$ cat src/tvbm_pkg.sv
`default_nettype none
// ----------------------------------------------------------------------------
// tvbm_pkg
// Shared types, codes and helpers of the touch virtual button mapper.
// ----------------------------------------------------------------------------
package tvbm_pkg;

    localparam int NUM_BUTTONS_DEF = 7;
    localparam int QUEUE_DEPTH_DEF = 4;

    // geometry width: holds 15*(4095+4095)+4095 and height-size-pad, signed
    localparam int GEO_W = 19;
    localparam int VAL_W = 32;
    localparam int CMP_W = 33;
    localparam int IDX_OUT_W = 3;

    localparam int CFG_ADDR_W = 4;
    localparam int CFG_DATA_W = 32;

    localparam logic [11:0] SIZE_RST   = 12'd100;
    localparam logic [11:0] PAD_RST    = 12'd10;
    localparam logic [12:0] HEIGHT_RST = 13'd0;

    localparam logic [4:0] EVT_SYNC = 5'd0;
    localparam logic [4:0] EVT_ABS  = 5'd3;

    localparam logic [9:0] CODE_SYNC_REPORT = 10'h000;
    localparam logic [9:0] CODE_X           = 10'h035;
    localparam logic [9:0] CODE_Y           = 10'h036;
    localparam logic [9:0] CODE_TRACK       = 10'h039;
    localparam logic [9:0] CODE_PRESSURE    = 10'h03a;

    localparam logic [VAL_W-1:0] TRACK_NONE = '1;

    typedef enum logic [1:0] {
        REG_SIZE   = 2'd0,
        REG_PAD    = 2'd1,
        REG_HEIGHT = 2'd2
    } t_reg_idx;

    // one sync report: touch now and touch at the previous report
    typedef struct packed {
        logic [VAL_W-1:0] cur_x;
        logic [VAL_W-1:0] cur_y;
        logic             cur_down;
        logic [VAL_W-1:0] prev_x;
        logic [VAL_W-1:0] prev_y;
        logic             prev_down;
    } t_snap;

    // vertical span shared by every button
    typedef struct packed {
        logic [GEO_W-1:0] top;
        logic [GEO_W-1:0] bot;
    } t_geom;

    // inclusive signed range test of a coordinate
    function automatic logic in_span(input logic [VAL_W-1:0] v,
                                     input logic [GEO_W-1:0] lo,
                                     input logic [GEO_W-1:0] hi);
        logic signed [CMP_W-1:0] ev;
        logic signed [CMP_W-1:0] el;
        logic signed [CMP_W-1:0] eh;
        ev = signed'({{(CMP_W-VAL_W){v[VAL_W-1]}}, v});
        el = signed'({{(CMP_W-GEO_W){lo[GEO_W-1]}}, lo});
        eh = signed'({{(CMP_W-GEO_W){hi[GEO_W-1]}}, hi});
        return (ev >= el) && (ev <= eh);
    endfunction

endpackage
`default_nettype wire

$ cat src/tvbm_cfg.sv
`default_nettype none
// ----------------------------------------------------------------------------
// tvbm_cfg
// Register port and registered button geometry derived from it.
// ----------------------------------------------------------------------------
module tvbm_cfg #(
    parameter int NUM_BUTTONS = tvbm_pkg::NUM_BUTTONS_DEF
) (
    input  wire logic                                      i_clk,
    input  wire logic                                      i_rst_n,
    input  wire logic                                      psel,
    input  wire logic                                      penable,
    input  wire logic                                      pwrite,
    input  wire logic [tvbm_pkg::CFG_ADDR_W-1:0]           paddr,
    input  wire logic [tvbm_pkg::CFG_DATA_W-1:0]           pwdata,
    output logic      [tvbm_pkg::CFG_DATA_W-1:0]           prdata,
    output logic                                           pready,
    output tvbm_pkg::t_geom                                o_geom,
    output logic      [NUM_BUTTONS-1:0][tvbm_pkg::GEO_W-1:0] o_left,
    output logic      [NUM_BUTTONS-1:0][tvbm_pkg::GEO_W-1:0] o_right
);
    import tvbm_pkg::*;

    logic [11:0] r_size;
    logic [11:0] r_pad;
    logic [12:0] r_height;
    t_reg_idx    w_idx;
    logic        w_wr;

    logic [GEO_W-1:0]                  w_stride;
    logic [NUM_BUTTONS-1:0][GEO_W-1:0] n_left;
    logic [NUM_BUTTONS-1:0][GEO_W-1:0] n_right;
    logic [NUM_BUTTONS-1:0][GEO_W-1:0] r_left;
    logic [NUM_BUTTONS-1:0][GEO_W-1:0] r_right;
    t_geom                             n_geom;
    t_geom                             r_geom;

    assign w_idx  = t_reg_idx'(paddr[3:2]);
    assign w_wr   = psel && penable && pwrite;
    assign pready = 1'b1;

    always_ff @(posedge i_clk) begin
        if (!i_rst_n) begin
            r_size   <= SIZE_RST;
            r_pad    <= PAD_RST;
            r_height <= HEIGHT_RST;
        end else if (w_wr) begin
            unique case (w_idx)
                REG_SIZE:   r_size   <= pwdata[11:0];
                REG_PAD:    r_pad    <= pwdata[11:0];
                REG_HEIGHT: r_height <= pwdata[12:0];
                default: ;
            endcase
        end
    end

    always_comb begin
        unique case (w_idx)
            REG_SIZE:   prdata = CFG_DATA_W'(r_size);
            REG_PAD:    prdata = CFG_DATA_W'(r_pad);
            REG_HEIGHT: prdata = CFG_DATA_W'(r_height);
            default:    prdata = '0;
        endcase
    end

    assign w_stride = GEO_W'(r_size) + GEO_W'(r_pad);

    always_comb begin
        for (int i = 0; i < NUM_BUTTONS; i++) begin
            n_left[i]  = GEO_W'(GEO_W'(i) * w_stride);
            n_right[i] = n_left[i] + GEO_W'(r_size);
        end
        // top may go negative, two's complement
        n_geom.top = GEO_W'(r_height) - GEO_W'(r_size) - GEO_W'(r_pad);
        n_geom.bot = GEO_W'(r_height) - GEO_W'(r_pad);
    end

    always_ff @(posedge i_clk) begin
        r_left  <= n_left;
        r_right <= n_right;
        r_geom  <= n_geom;
    end

    assign o_left  = r_left;
    assign o_right = r_right;
    assign o_geom  = r_geom;

endmodule
`default_nettype wire

$ cat src/tvbm_front.sv
`default_nettype none
// ----------------------------------------------------------------------------
// tvbm_front
// Takes input events, tracks the touch and hands sync reports to the queue.
// ----------------------------------------------------------------------------
module tvbm_front (
    input  wire logic                         i_clk,
    input  wire logic                         i_rst_n,
    input  wire logic                         i_valid,
    output logic                              o_ready,
    input  wire logic [4:0]                   i_event_type,
    input  wire logic [9:0]                   i_event_code,
    input  wire logic [tvbm_pkg::VAL_W-1:0]   i_event_value,
    input  wire logic                         i_q_full,
    output logic                              o_push,
    output tvbm_pkg::t_snap                   o_snap
);
    import tvbm_pkg::*;

    logic [VAL_W-1:0] r_x;
    logic [VAL_W-1:0] r_y;
    logic             r_down;
    logic [VAL_W-1:0] r_px;
    logic [VAL_W-1:0] r_py;
    logic             r_pdown;
    logic             w_acc;
    logic             w_abs;
    logic             w_sync;
    logic             w_neg;
    logic             w_zero;

    assign o_ready = !i_q_full;
    assign w_acc   = i_valid && o_ready;
    assign w_abs   = w_acc && (i_event_type == EVT_ABS);
    assign w_sync  = w_acc && (i_event_type == EVT_SYNC)
                     && (i_event_code == CODE_SYNC_REPORT);
    assign w_neg   = i_event_value[VAL_W-1];
    assign w_zero  = (i_event_value == '0);

    always_ff @(posedge i_clk) begin
        if (!i_rst_n) begin
            r_x     <= '0;
            r_y     <= '0;
            r_down  <= 1'b0;
            r_px    <= '0;
            r_py    <= '0;
            r_pdown <= 1'b0;
        end else if (w_abs) begin
            priority case (i_event_code)
                CODE_X:     r_x <= i_event_value;
                CODE_Y:     r_y <= i_event_value;
                CODE_TRACK: r_down <= (i_event_value != TRACK_NONE);
                CODE_PRESSURE: begin
                    // negative pressure leaves the flag alone
                    if (!w_neg) begin
                        r_down <= !w_zero;
                    end
                end
                default: ;
            endcase
        end else if (w_sync) begin
            r_px    <= r_x;
            r_py    <= r_y;
            r_pdown <= r_down;
        end
    end

    assign o_push           = w_sync;
    assign o_snap.cur_x     = r_x;
    assign o_snap.cur_y     = r_y;
    assign o_snap.cur_down  = r_down;
    assign o_snap.prev_x    = r_px;
    assign o_snap.prev_y    = r_py;
    assign o_snap.prev_down = r_pdown;

endmodule
`default_nettype wire

$ cat src/tvbm_queue.sv
`default_nettype none
// ----------------------------------------------------------------------------
// tvbm_queue
// Small fifo of sync reports between the front and the back.
// ----------------------------------------------------------------------------
module tvbm_queue #(
    parameter int DEPTH = tvbm_pkg::QUEUE_DEPTH_DEF
) (
    input  wire logic            i_clk,
    input  wire logic            i_rst_n,
    input  wire logic            i_push,
    input  tvbm_pkg::t_snap      i_snap,
    input  wire logic            i_pop,
    output tvbm_pkg::t_snap      o_snap,
    output logic                 o_full,
    output logic                 o_empty
);
    import tvbm_pkg::*;

    localparam int PTR_W = (DEPTH > 1) ? $clog2(DEPTH) : 1;
    localparam int CNT_W = $clog2(DEPTH + 1);
    localparam logic [PTR_W-1:0] LAST = PTR_W'(DEPTH - 1);

    t_snap            r_mem [DEPTH];
    logic [PTR_W-1:0] r_wr;
    logic [PTR_W-1:0] r_rd;
    logic [CNT_W-1:0] r_cnt;
    logic             w_push;
    logic             w_pop;

    assign o_full  = (r_cnt == CNT_W'(DEPTH));
    assign o_empty = (r_cnt == '0);
    assign w_push  = i_push && !o_full;
    assign w_pop   = i_pop && !o_empty;

    always_ff @(posedge i_clk) begin
        if (!i_rst_n) begin
            r_wr  <= '0;
            r_rd  <= '0;
            r_cnt <= '0;
        end else begin
            if (w_push) begin
                r_wr <= (r_wr == LAST) ? '0 : r_wr + 1'b1;
            end
            if (w_pop) begin
                r_rd <= (r_rd == LAST) ? '0 : r_rd + 1'b1;
            end
            if (w_push && !w_pop) begin
                r_cnt <= r_cnt + 1'b1;
            end else if (w_pop && !w_push) begin
                r_cnt <= r_cnt - 1'b1;
            end
        end
    end

    always_ff @(posedge i_clk) begin
        if (w_push) begin
            r_mem[r_wr] <= i_snap;
        end
    end

    assign o_snap = r_mem[r_rd];

endmodule
`default_nettype wire

$ cat src/tvbm_back.sv
`default_nettype none
// ----------------------------------------------------------------------------
// tvbm_back
// Hit-tests queued sync reports and emits one button change per beat.
// ----------------------------------------------------------------------------
module tvbm_back #(
    parameter int NUM_BUTTONS = tvbm_pkg::NUM_BUTTONS_DEF
) (
    input  wire logic                                        i_clk,
    input  wire logic                                        i_rst_n,
    input  tvbm_pkg::t_snap                                  i_snap,
    input  wire logic                                        i_q_empty,
    output logic                                             o_pop,
    input  tvbm_pkg::t_geom                                  i_geom,
    input  wire logic [NUM_BUTTONS-1:0][tvbm_pkg::GEO_W-1:0] i_left,
    input  wire logic [NUM_BUTTONS-1:0][tvbm_pkg::GEO_W-1:0] i_right,
    output logic                                             o_valid,
    input  wire logic                                        i_ready,
    output logic [tvbm_pkg::IDX_OUT_W-1:0]                   o_button_index,
    output logic                                             o_is_press,
    output logic                                             o_last_of_run
);
    import tvbm_pkg::*;

    logic [NUM_BUTTONS-1:0] r_mask;
    logic [NUM_BUTTONS-1:0] r_now;
    logic [NUM_BUTTONS-1:0] w_now;
    logic [NUM_BUTTONS-1:0] w_was;
    logic [NUM_BUTTONS-1:0] w_mask_after;
    logic [IDX_OUT_W-1:0]   w_low_idx;
    logic                   w_low_press;
    logic                   w_out_free;
    logic                   w_emit;
    logic                   w_load;
    logic                   w_cur_y_in;
    logic                   w_prev_y_in;

    logic                   r_valid;
    logic [IDX_OUT_W-1:0]   r_idx;
    logic                   r_press;
    logic                   r_last;

    assign w_cur_y_in  = in_span(i_snap.cur_y, i_geom.top, i_geom.bot);
    assign w_prev_y_in = in_span(i_snap.prev_y, i_geom.top, i_geom.bot);

    always_comb begin
        for (int i = 0; i < NUM_BUTTONS; i++) begin
            w_now[i] = i_snap.cur_down && w_cur_y_in
                       && in_span(i_snap.cur_x, i_left[i], i_right[i]);
            w_was[i] = i_snap.prev_down && w_prev_y_in
                       && in_span(i_snap.prev_x, i_left[i], i_right[i]);
        end
    end

    // lowest pending button goes out first
    always_comb begin
        w_low_idx   = '0;
        w_low_press = 1'b0;
        for (int i = NUM_BUTTONS - 1; i >= 0; i--) begin
            if (r_mask[i]) begin
                w_low_idx   = IDX_OUT_W'(i);
                w_low_press = r_now[i];
            end
        end
    end

    assign w_out_free   = !r_valid || i_ready;
    assign w_emit       = (r_mask != '0) && w_out_free;
    assign w_mask_after = w_emit ? (r_mask & (r_mask - 1'b1)) : r_mask;
    assign w_load       = !i_q_empty && (w_mask_after == '0);
    assign o_pop        = w_load;

    always_ff @(posedge i_clk) begin
        if (!i_rst_n) begin
            r_mask  <= '0;
            r_valid <= 1'b0;
        end else begin
            r_mask <= w_load ? (w_now ^ w_was) : w_mask_after;
            if (w_out_free) begin
                r_valid <= w_emit;
            end
        end
    end

    always_ff @(posedge i_clk) begin
        if (w_load) begin
            r_now <= w_now;
        end
        if (w_emit) begin
            r_idx   <= w_low_idx;
            r_press <= w_low_press;
            r_last  <= (w_mask_after == '0);
        end
    end

    assign o_valid        = r_valid;
    assign o_button_index = r_idx;
    assign o_is_press     = r_press;
    assign o_last_of_run  = r_last;

endmodule
`default_nettype wire

$ cat src/touch_virtual_button_mapper_unit.sv
`default_nettype none
// ----------------------------------------------------------------------------
// touch_virtual_button_mapper_unit
// Maps multitouch events onto press and release changes of a row of buttons.
//
//   channel   direction  signals                                    handshake
//   event     in         i_event_type, i_event_code, i_event_value  i_valid/o_ready
//   change    out        o_button_index, o_is_press, o_last_of_run  o_valid/i_ready
//   config    in/out     psel penable pwrite paddr pwdata prdata    pready high
//
// One event is taken per cycle while the report queue has room; axis events
// finish in that cycle. A sync report with k changed buttons gives k beats,
// one per cycle while i_ready is high, from the output register; a taken
// report passes the queue, then the change mask, then the output register.
// The report queue holds QUEUE_DEPTH reports, so events keep flowing while
// the output side stalls until it fills. Synchronous reset clears the touch
// state, the queue and the output; after a register write the geometry is
// registered again from the new register values.
// ----------------------------------------------------------------------------
module touch_virtual_button_mapper_unit #(
    parameter int NUM_BUTTONS = tvbm_pkg::NUM_BUTTONS_DEF,
    parameter int QUEUE_DEPTH = tvbm_pkg::QUEUE_DEPTH_DEF
) (
    input  wire logic                               i_clk,
    input  wire logic                               i_rst_n,
    input  wire logic                               i_valid,
    output logic                                    o_ready,
    input  wire logic [4:0]                         i_event_type,
    input  wire logic [9:0]                         i_event_code,
    input  wire logic [tvbm_pkg::VAL_W-1:0]         i_event_value,
    output logic                                    o_valid,
    input  wire logic                               i_ready,
    output logic [tvbm_pkg::IDX_OUT_W-1:0]          o_button_index,
    output logic                                    o_is_press,
    output logic                                    o_last_of_run,
    input  wire logic                               psel,
    input  wire logic                               penable,
    input  wire logic                               pwrite,
    input  wire logic [tvbm_pkg::CFG_ADDR_W-1:0]    paddr,
    input  wire logic [tvbm_pkg::CFG_DATA_W-1:0]    pwdata,
    output logic      [tvbm_pkg::CFG_DATA_W-1:0]    prdata,
    output logic                                    pready
);
    import tvbm_pkg::*;

    t_geom                             w_geom;
    logic [NUM_BUTTONS-1:0][GEO_W-1:0] w_left;
    logic [NUM_BUTTONS-1:0][GEO_W-1:0] w_right;
    t_snap                             w_push_snap;
    t_snap                             w_head_snap;
    logic                              w_push;
    logic                              w_pop;
    logic                              w_full;
    logic                              w_empty;

    tvbm_cfg #(
        .NUM_BUTTONS(NUM_BUTTONS)
    ) u_cfg (
        .i_clk   (i_clk),
        .i_rst_n (i_rst_n),
        .psel    (psel),
        .penable (penable),
        .pwrite  (pwrite),
        .paddr   (paddr),
        .pwdata  (pwdata),
        .prdata  (prdata),
        .pready  (pready),
        .o_geom  (w_geom),
        .o_left  (w_left),
        .o_right (w_right)
    );

    tvbm_front u_front (
        .i_clk         (i_clk),
        .i_rst_n       (i_rst_n),
        .i_valid       (i_valid),
        .o_ready       (o_ready),
        .i_event_type  (i_event_type),
        .i_event_code  (i_event_code),
        .i_event_value (i_event_value),
        .i_q_full      (w_full),
        .o_push        (w_push),
        .o_snap        (w_push_snap)
    );

    tvbm_queue #(
        .DEPTH(QUEUE_DEPTH)
    ) u_queue (
        .i_clk   (i_clk),
        .i_rst_n (i_rst_n),
        .i_push  (w_push),
        .i_snap  (w_push_snap),
        .i_pop   (w_pop),
        .o_snap  (w_head_snap),
        .o_full  (w_full),
        .o_empty (w_empty)
    );

    tvbm_back #(
        .NUM_BUTTONS(NUM_BUTTONS)
    ) u_back (
        .i_clk          (i_clk),
        .i_rst_n        (i_rst_n),
        .i_snap         (w_head_snap),
        .i_q_empty      (w_empty),
        .o_pop          (w_pop),
        .i_geom         (w_geom),
        .i_left         (w_left),
        .i_right        (w_right),
        .o_valid        (o_valid),
        .i_ready        (i_ready),
        .o_button_index (o_button_index),
        .o_is_press     (o_is_press),
        .o_last_of_run  (o_last_of_run)
    );

endmodule
`default_nettype wire
$ cat config.mk
export PLATFORM = sky130hd
export DESIGN_NAME = touch_virtual_button_mapper_unit
export DESIGN_NICKNAME = d
export VERILOG_FILES = /design/src/tvbm_pkg.sv /design/src/tvbm_cfg.sv /design/src/tvbm_front.sv /design/src/tvbm_queue.sv /design/src/tvbm_back.sv /design/src/touch_virtual_button_mapper_unit.sv
export SDC_FILE = /design/constraint.sdc
export NUM_CORES = 2
export LEC_CHECK = 0
export ABC_CLOCK_PERIOD_IN_PS = 10590
export BUFFER_PORTS_ARGS = -buffer_cell sky130_fd_sc_hd__buf_2
export CAP_MARGIN = 20
export CORE_MARGIN = 1
export CORE_UTILIZATION = 55
export DETAILED_ROUTE_END_ITERATION = 8
export PLACE_DENSITY = 0.71
export SYNTH_ARGS = -nofsm -noshare
export SYNTH_HDL_FRONTEND = slang
export SYNTH_SLANG_ARGS = --single-unit
$ cat constraint.sdc
create_clock -name i_clk -period 10.59 [get_ports i_clk]
set_input_delay 1.5885 -clock i_clk [delete_from_list [all_inputs] [get_ports i_clk]]
set_output_delay 1.5885 -clock i_clk [all_outputs]
set_load 0.005 [all_outputs]
==> metrics.yaml <==
first_iter_violations: 2460
grt_remaining_overflow: 0
synth_ff_type: "edfxtp_1"
ctsHoldBuffers: 0
register_area_sq_um: 23100
final_antenna_net_count: 0
cp_slowest_cell: "dfxtp_1"
fp.dieW_microns: 296
n_antenna_cell: 0
multiInputGateArea_sq_um: 22900
hold_path_depth: 2
timing_worst_setup_path_type: "reg2reg"
slowest_delay_ps: 970
clockBufferDepth: 3
die_h_microns: 296
grt_pass1_vias: 31794
grt_pass1_wl_mm: 187
die_area_sq_um: 87500
dpl.hpwl_mm: 87.6
critical_path.most_common_cell: "ha_1"
setup_viol: 0
synth_top_family_by_area: "adder cells"
cp.arrival_ps: 6580
path_cells: "ha_1 > o211ai_1 > o211ai_1 > nand2_1 > xnor2_1 > ha_1 > and2_1 > and2_1 > a221oi_1 > a311oi_1 > nand4b_1 > ha_1 > o41ai_1 > nor3_1 > xnor2_1"
cts_buffers: 90
gp_congestion: 0.943
io_pins: 130
drc_errors: 0
worstPathMaxFanout: 12
fp.coreArea_sq_um: 85400
fin_nets: 4976
avgSynthCellArea_sq_um: 11.6
synth.most_common_cell: "ha_1"
grt_max_degree: 81
synth_xor_area_frac: 0.0248
holdCritPathClass: "reg2reg"
p_total_mw: 10.5
synth-async-reset-ratio: 0
cts-resized-gates: 0
initial_core_util: 0.556
viasPerCell: 5.98
post_cts_buffers: 0
r2r_cells: 15
routedWlPerCell_microns: 22.8
leakage_nw: 21.3
netlist_top_cells_area: "edfxtp_1 34%, ha_1 17%, dfxtp_1 15%, mux4_2 4.9%, nand2_1 3.4%"
synth_edf_count: 532
yosys.area_share.simple: 0.0998
rsz0062_at_grt: "no"
routed_wl_mm: 124
synth_cells: 4098
drv_slew: 0
finalCriticalPeriod_ps: 6040
vdd_ir_drop_max_uv: 171
area_growth_pct: 10.6
clock_skew_ps: 55.2
num_vias: 32599
fmax_mhz: 166
maxSlewHeadroom: 0.188
yosysWarnings: 0
cts_tree: "done"
crit_required_ps: 11130
grt_antenna_before_repair: 1
cap_violations: 0
synth_fa_ha_area_frac: 0.174
period_share: 0.570
fillers: 6843
num_rows: 107
synth_top_cell_by_area: "edfxtp_1"
worst_pin_slew_ps: 1190
status: "completed"
synth-compound-area-share: 0.126
clock_latency_ps: 680
tns_ps: 0
ys_seq_elements: 889
crit_path_end_kind: "flop"
syn_area_sq_um: 47500
track_usage: 0.284
cts.sinks: 889
htree_levels: 3
portBuffers: 88
cts_root_buffer: "clkbuf_16"
synthMuxAreaShare: 0.0559
ys_top_cells_by_count: "639 x ha_1, 532 x edfxtp_1, 424 x nand2_1, 357 x dfxtp_1, 277 x inv_1"
p_per_area_nw_per_um2: 199
clk_pin_slew_ps: 60
synth_top_area_share: 0.336
synth-seq-area-share: 0.487
final_layout_size_suffix_gt1_frac: 0.0974
hold_viol_final: 0
dr.pass1.iters: 5
ys_types: 89
start_kind: "flop"
cells by family (layout without fill, tap and decap cells):
| kind of cell | after synthesis | in the layout |
|---|---|---|
| fa+ha+maj | 653 | 653 |
| other cells | 2 | 21 |
| mux | 135 | 135 |
| buf+inv | 392 | 586 |
| simple gates | 986 | 986 |
| xor+xnor | 133 | 133 |
| compound gates | 908 | 908 |
| flops | 889 | 889 |
report_power, final:
part / total, mW / switching [mW] / internal (mW) / leakage [nW]
logic: 3.27 / 1.96 / 1.31 / 11.9
registers: 3.84 / 0.0922 / 3.75 / 7.83
clock network: 3.34 / 1.39 / 1.95 / 1.53
total: 10.5 / 3.45 / 7.00 / 21.3
final cells by class:
type                            count  share of cell area
Timing Repair Buffer              138              0.0166
Clock inverter                     45              0.0121
Sequential cell                   889               0.440
Multi-Input combinational cell   2836               0.436
Tap cell                         1144              0.0272
Inverter                          280              0.0200
Clock buffer                      123              0.0475
registers in the layout, summed over array words and instances, names as in the netlist, named ones only:
name                   count
u_back.o_button_index      3
u_front.r_x               32
u_front.r_down             1
u_back.o_is_press          1
u_queue.r_wr               2
u_cfg.r_pad               12
u_back.o_last_of_run       1
u_queue.r_rd               2
u_front.r_pdown            1
u_cfg.r_size              12
u_cfg.r_height            13
u_back.r_now               7
u_queue.r_cnt              3
u_back.o_valid             1
u_cfg.o_right             99
u_front.r_py              32
u_front.r_px              32
u_cfg.o_left              41
u_cfg.o_geom              33
u_queue.r_mem            520
u_back.r_mask              7
u_front.r_y               32
through the flow:
stage          setup WS [ps]  instances  utilization  hold slack [ps]  cell area (sq um)
3_3_place_gp            4740       5285        0.578              473              49300
6_report                4550       5455        0.615              486              52500
5_1_grt                 4220       5455        0.615              519              52500
2_1_floorplan           4720       4117            -              421              47600
3_5_place_dp            4610       5285        0.578              476              49300
4_1_cts                 4620       5453        0.614              484              52500
per-layer routing:
metal  wire [microns]  part of all wire  global-route usage  vias to the layer above
met5                0                 0                   0                        -
met4             5300             0.043               0.117                        0
met3             8830             0.071              0.0522                      276
met2            56800              0.46               0.457                     1108
met1            53200              0.43               0.379                    15725
li1                 -                 -                   -                    15490
final timing paths:
check	slack, ps	start	end
worst max-delay path	4550	u_cfg.r_size[2]	u_cfg.o_right[71]
worst min register to register	490	u_cfg.r_height[0]	u_cfg.r_height[0]
worst min-delay path	490	u_cfg.r_height[0]	u_cfg.r_height[0]
worst max register to register	4550	u_cfg.r_size[2]	u_cfg.o_right[71]
layout by cell type (no fill, tap or decap), types with 93 or more instances in the layout:
master    instances
ha_1            639
edfxtp_1        532
nand2_1         424
dfxtp_1         355
inv_1           277
a21oi_1         233
a21boi_0        164
o21ai_0         150
nor2_1          132
a21o_1          131
mux4_2          104
nand4_1         100
xnor2_1          93
worst max-delay path: cells and delay by family (launching register included):
kind / cells / cell delay, ps
flip-flops: 1 / 970
AND/OR/NAND/NOR: 5 / 1050
adder cells (fa/ha/maj): 3 / 1230
XOR/XNOR: 2 / 1030
AO/OA/AOI/OAI: 5 / 1630
(Power assumes the default switching activity.)
